### src/swls_pkg.sv
// ----------------------------------------------------------------------------
// swls_pkg
// Shared types, constants and sequencer states for the sliding window
// latency statistics block.
// ----------------------------------------------------------------------------
package swls_pkg;

   localparam int WINDOW_DEPTH = 4096;
   localparam int SAMPLE_BITS  = 32;
   localparam int ADDR_BITS    = $clog2(WINDOW_DEPTH);
   localparam int COUNT_BITS   = $clog2(WINDOW_DEPTH + 1);
   localparam int SUM_BITS     = SAMPLE_BITS + ADDR_BITS;
   localparam int PCT_BITS     = 7;
   localparam int RANK_BITS    = PCT_BITS + COUNT_BITS;
   localparam int DIV_CNT_BITS = $clog2(SUM_BITS + 1);
   localparam int PADDR_BITS   = 4;
   localparam int PDATA_BITS   = 32;
   localparam int NUM_PCT      = 3;

   // Division by 100 as a reciprocal multiply: floor(x/100) equals
   // (x * RECIP_100) >> RECIP_SHIFT for every x below 1864135, which covers
   // the largest rank numerator 127*4096 + 99.
   localparam int RECIP_SHIFT  = 26;
   localparam int QUO_BITS     = 2 * RANK_BITS - RECIP_SHIFT;

   localparam logic [ADDR_BITS-1:0]  ADDR_ONE   = 1;
   localparam logic [ADDR_BITS-1:0]  ADDR_TOP   = ADDR_BITS'(WINDOW_DEPTH - 1);
   localparam logic [COUNT_BITS-1:0] COUNT_ONE  = 1;
   localparam logic [COUNT_BITS-1:0] FULL_COUNT = COUNT_BITS'(WINDOW_DEPTH);
   localparam logic [RANK_BITS-1:0]  RANK_ROUND = 99;
   localparam logic [RANK_BITS-1:0]  RECIP_100  = 671089;

   localparam logic [PCT_BITS-1:0] PCT0_RESET = 50;
   localparam logic [PCT_BITS-1:0] PCT1_RESET = 95;
   localparam logic [PCT_BITS-1:0] PCT2_RESET = 99;

   localparam logic [1:0] REG_FIRST_PCT  = 2'd0;
   localparam logic [1:0] REG_SECOND_PCT = 2'd1;
   localparam logic [1:0] REG_THIRD_PCT  = 2'd2;

   localparam logic FUNC_RECORD = 1'b0;
   localparam logic FUNC_CLEAR  = 1'b1;

   typedef struct packed {
      logic                   func;
      logic [SAMPLE_BITS-1:0] sample;
   } req_type;

   typedef struct packed {
      logic [COUNT_BITS-1:0]  sample_count;
      logic [SAMPLE_BITS-1:0] mean_value;
      logic [SAMPLE_BITS-1:0] first_pct_value;
      logic [SAMPLE_BITS-1:0] second_pct_value;
      logic [SAMPLE_BITS-1:0] third_pct_value;
   } rsp_type;

   typedef struct packed {
      logic                  start;
      logic [SUM_BITS-1:0]   dividend;
      logic [COUNT_BITS-1:0] divisor;
   } div_req_type;

   typedef struct packed {
      logic                done;
      logic [SUM_BITS-1:0] quotient;
   } div_rsp_type;

   typedef enum logic [3:0] {
      ST_IDLE,
      ST_FETCH_OLD,
      ST_RM_START,
      ST_RM_STEP,
      ST_INS_START,
      ST_INS_STEP,
      ST_INS_LAST,
      ST_UPDATE,
      ST_MEAN_GO,
      ST_MEAN_WAIT,
      ST_PCT_GO,
      ST_PCT_WAIT,
      ST_PCT_CAP,
      ST_OUT
   } state_type;

endpackage

### src/swls_div.sv
// ----------------------------------------------------------------------------
// swls_div
// Restoring divider, one quotient bit per cycle, used for the window mean.
// ----------------------------------------------------------------------------
module swls_div (
   input  logic                 clock,
   input  logic                 reset,
   input  swls_pkg::div_req_type req,
   output swls_pkg::div_rsp_type rsp
);
   import swls_pkg::*;

   logic                    busy_ff, busy_in;
   logic                    done_ff, done_in;
   logic [DIV_CNT_BITS-1:0] cnt_ff, cnt_in;
   logic [SUM_BITS-1:0]     quo_ff, quo_in;
   logic [COUNT_BITS-1:0]   rem_ff, rem_in;
   logic [COUNT_BITS-1:0]   dsr_ff, dsr_in;
   logic [COUNT_BITS:0]     rem_sh;
   logic [COUNT_BITS:0]     diff;

   assign rem_sh = {rem_ff, quo_ff[SUM_BITS-1]};
   assign diff   = rem_sh - {1'b0, dsr_ff};

   always_comb begin
      busy_in = busy_ff;
      done_in = 1'b0;
      cnt_in  = cnt_ff;
      quo_in  = quo_ff;
      rem_in  = rem_ff;
      dsr_in  = dsr_ff;
      if (req.start) begin
         busy_in = 1'b1;
         cnt_in  = DIV_CNT_BITS'(SUM_BITS - 1);
         quo_in  = req.dividend;
         rem_in  = '0;
         dsr_in  = req.divisor;
      end else if (busy_ff) begin
         if (diff[COUNT_BITS]) begin
            rem_in = rem_sh[COUNT_BITS-1:0];
            quo_in = {quo_ff[SUM_BITS-2:0], 1'b0};
         end else begin
            rem_in = diff[COUNT_BITS-1:0];
            quo_in = {quo_ff[SUM_BITS-2:0], 1'b1};
         end
         cnt_in = cnt_ff - DIV_CNT_BITS'(1);
         if (cnt_ff == '0) begin
            busy_in = 1'b0;
            done_in = 1'b1;
         end
      end
   end

   always_ff @(posedge clock) begin
      if (reset) begin
         busy_ff <= 1'b0;
         done_ff <= 1'b0;
      end else begin
         busy_ff <= busy_in;
         done_ff <= done_in;
      end
      cnt_ff <= cnt_in;
      quo_ff <= quo_in;
      rem_ff <= rem_in;
      dsr_ff <= dsr_in;
   end

   assign rsp.done     = done_ff;
   assign rsp.quotient = quo_ff;

endmodule

### config.mk
export PLATFORM = sky130hd
export DESIGN_NAME = swls_div
export DESIGN_NICKNAME = d
export VERILOG_FILES = /design/src/swls_pkg.sv /design/src/swls_div.sv
export SDC_FILE = /design/constraint.sdc
export NUM_CORES = 1
export LEC_CHECK = 0
export ABC_AREA = 1
export BUFFER_PORTS_ARGS = -buffer_cell sky130_fd_sc_hd__buf_2
export CORE_ASPECT_RATIO = 1.75
export CORE_UTILIZATION = 54
export DETAILED_ROUTE_END_ITERATION = 8
export PLACE_DENSITY = 0.83
export RECOVER_POWER = 50
export SLEW_MARGIN = 15
export SYNTH_ARGS = -nofsm -noshare
export SYNTH_HDL_FRONTEND = slang
export SYNTH_SLANG_ARGS = --single-unit
### constraint.sdc
create_clock -name clock -period 2.55 [get_ports clock]
set_input_delay 0.1275 -clock clock [delete_from_list [all_inputs] [get_ports clock]]
set_output_delay 0.1275 -clock clock [all_outputs]
set_load 0.01 [all_outputs]
==> impl_metrics.csv <==
group,metric,value,unit
floorplanning,coreArea,7570,sq um
logic_synthesis,synthMostInstantiatedCell,"nand2_1",
clock_tree,clock-sinks,78,
detailed_routing,avgViaCountPerCell,5.24,
global_route,antenna_found_initial,0,
final_layout,finalInstanceArea,5190,sq um
timing,fmax,487,MHz
floorplanning,dieHeight,119,microns
pwr,peakVddDrop,0.000585,V
timing,period_needed,2.05,ns
detailed_routing,drt_iter0_drc,185,
floorplanning,rows,42,
timing,worst_pin_slew,1.55,ns
pwr,internal_power,2.52,mW
timing,finalHoldViolCount,0,
logic_synthesis,ys_warn_count,0,
pwr,seqPwrFrac,0.460,
detailed_routing,drc,0,
detailed_routing,met2_length,5720,microns
worst_setup_path,critPathRequiredTime,2.77,ns
logic_synthesis,syn_inst,521,
detailed_routing,first_pass_iters,5,
global_route,grt_pass1_wl,17100,microns
detailed_routing,wl_per_cell,14.4,microns
final_layout,synthToLayoutAreaGrowth,23.2,%
logic_synthesis,postSynthAreaPerCell,8.10,sq um
detailed_routing,final_antenna_net_count,0,
floorplanning,dieArea,8180,sq um
pwr,powerDensity,642,nW/um^2
detailed_routing,num_vias,3837,
final_layout,final_nets,715,
final_layout,drive_gt1_frac,0.152,
timing,skew,0.00610,ns
outcome,status,"finished, violations left",
floorplanning,ios,105,
logic_synthesis,async_reset_ff_frac,0,
timing,finalSetupViolCount,0,
timing,relSlewSlack,-0.0344,
logic_synthesis,synth_top_cell_by_area,"edfxtp_1",
worst_setup_path,cp-end-kind,"flip-flop",
worst_setup_path,cp_max_fo,3,
timing,period_share,0.806,
clock_tree,clock-root-buffer,"clkbuf_16",
logic_synthesis,synth-seq-cells,78,
floorplanning,die_w,68.8,microns
logic_synthesis,synth_cell_types,32,
detailed_routing,wirelength,10500,microns
pwr,leakagePower,2.64,nW
clock_tree,clk_pin_slew,0.06,ns
logic_synthesis,synth_area_leaders,"edfxtp_1 (41%), nand2_1 (21%), dfxtp_1 (10%), inv_1 (6.6%), nand3_1 (4.9%)",
pwr,pwr-share-comb,0.129,
outcome,violations,"max-capacitance violations, max-slew violations",
logic_synthesis,synth_top_cell_area_share,0.406,
clock_tree,cts_setup_buffers,0,
worst_setup_path,critical_path_class,"flip-flop to flip-flop",
logic_synthesis,synthTopCellsByCount,"nand2_1 (232), inv_1 (74), edfxtp_1 (57)",
pwr,clock_power_share,0.411,
placement,gp_congestion,0.930,
worst_setup_path,worstPathArrival,2.28,ns
global_route,grtUsageTotal,0.283,
logic_synthesis,syn_area,4220,sq um
timing,timing.hold.ws,0.0630,ns
clock_tree,clockBufferDepth,2,
min_path,hp-class,"input port to flip-flop",
timing,maxSlewViolCount,37,
worst_setup_path,startpoint_type,"flip-flop",
placement,dpl.hpwl,7490,microns
clock_tree,clk_latency,0.33,ns
final_layout,antenna_cells,0,
clock_tree,cts_buffers,9,
floorplanning,start_util,0.557,
placement,dpl-instance-area,4800,sq um
logic_synthesis,yosysSeqAreaShare,0.505,
logic_synthesis,synth_ff_type,"edfxtp_1",
detailed_routing,wl_met1,3790,microns
placement,port_buffers,104,
pwr,switching_power,0.812,mW
pwr,power.share.switching,0.244,
global_route,grt_max_degree,37,
logic_synthesis,synth_edf_count,57,
global_route,grt_overflow,0,
logic_synthesis,syn_nets,597,
global_route,grt_pass1_vias,3825,
detailed_routing,route.met3.wl,574,microns
detailed_routing,routed.top_layer,"met4",
run,cap_violations,1,
clock_tree,cts_tree,"built",
timing,rsz0062_at_grt,"false",
timing,tns,0,ns
clock_tree,cts_max_level,3,
-- sequential cells by signal, indices dropped and copies added, names as in the netlist --
register,flops
quo_ff,44
dsr_ff,13
rem_ff,13
cnt_ff,6
busy_ff,1
done_ff,1
-- final timing paths --
kind | start | to | slack [ns] | depth (start not counted)
worst max-delay path | quo_ff[43] | rem_ff[12] | 0.50 | 13
worst min-delay path | req[55] | quo_ff[42] | 0.06 | 3
worst max register to register | quo_ff[43] | rem_ff[12] | 0.50 | 13
worst min register to register | rem_ff[0] | rem_ff[0] | 0.48 | 2
-- power by group through the flow --
stage               logic (mW)  registers (mW)  clock network, mW
detailed placement       0.426            1.55                  0
floorplan                0.206            1.58                  0
global route             0.474            1.54               1.43
global placement         0.415            1.55                  0
finish                   0.430            1.53               1.37
CTS                      0.446            1.53               1.38
-- per-layer routing --
metal | track usage | up-vias
met5 | 0 | -
met4 | 0.154 | 0
met3 | 0.0575 | 35
met2 | 0.491 | 172
met1 | 0.306 | 1762
li1 | - | 1868
-- what timing repair did --
| item | 4_1_cts | 5_1_grt |
|---|---|---|
| endpoints found under the hold margin | 15 | 0 |
| endpoints found under the setup margin | 0 | 0 |
| gates resized for setup | 0 | 0 |
| hold buffers | 14 | 0 |
-- cells in the final DEF, fill, tap and decap left out, types with 2 or more instances in the layout --
cell type,n
nand2_4,4
nor2_1,14
edfxtp_1,57
clkinvlp_4,2
dlygate4sd3_1,14
clkinv_2,2
o21ai_0,3
nor3_1,5
buf_4,3
clkbuf_1,48
xnor2_1,3
inv_1,73
clkbuf_16,9
bufinv_16,2
ha_1,15
buf_2,58
xor2_1,2
nand2_2,8
nor2_2,2
nand2_1,232
dfxtp_1,21
nand4_1,4
nand3b_1,2
nand3_1,41
a21oi_1,7
-- cells by family (layout without fill, tap and decap cells) --
family | count (synthesis) | in the layout | share of synthesized area
AND/OR/NAND/NOR | 318 | 318 | 0.324
buffers and inverters | 91 | 214 | 0.0920
flip-flops | 78 | 78 | 0.505
adder cells (fa/ha/maj) | 16 | 16 | 0.0492
AO/OA/AOI/OAI | 13 | 13 | 0.0190
XOR/XNOR | 5 | 5 | 0.0104
-- critical path: stages (launching register included) --
cell	delay, ns
edfxtp_1	0.34
inv_1	0.07
ha_1	0.23
fa_1	0.43
inv_1	0.12
nand3_1	0.08
nand3_1	0.17
nand2_1	0.13
nand4_1	0.09
nand2_1	0.06
inv_1	0.07
nand2_1	0.05
nand3_1	0.06
nand2_1	0.05
-- stage by stage --
| stage | cells | total power [mW] | util | worst slack [ns] |
|---|---|---|---|---|
| detailed placement | 702 | 1.98 | 0.634 | 0.550 |
| finish | 732 | 3.33 | 0.687 | 0.495 |
| global placement | 702 | 1.97 | 0.634 | 0.590 |
| global route | 732 | 3.45 | 0.687 | 0.292 |
| floorplan | 521 | 1.79 | - | 0.677 |
| CTS | 732 | 3.36 | 0.695 | 0.538 |
-- layout make-up --
cell class,count,area [sq um]
clock inverter,6,85.1
clock buffer,10,239
fill,614,2370
sequential,78,2130
timing repair buffer,124,653
tap,88,110
inverter,74,278
multi-input combinational,352,1700
Note: power is estimated with default switching activity, not from simulation.
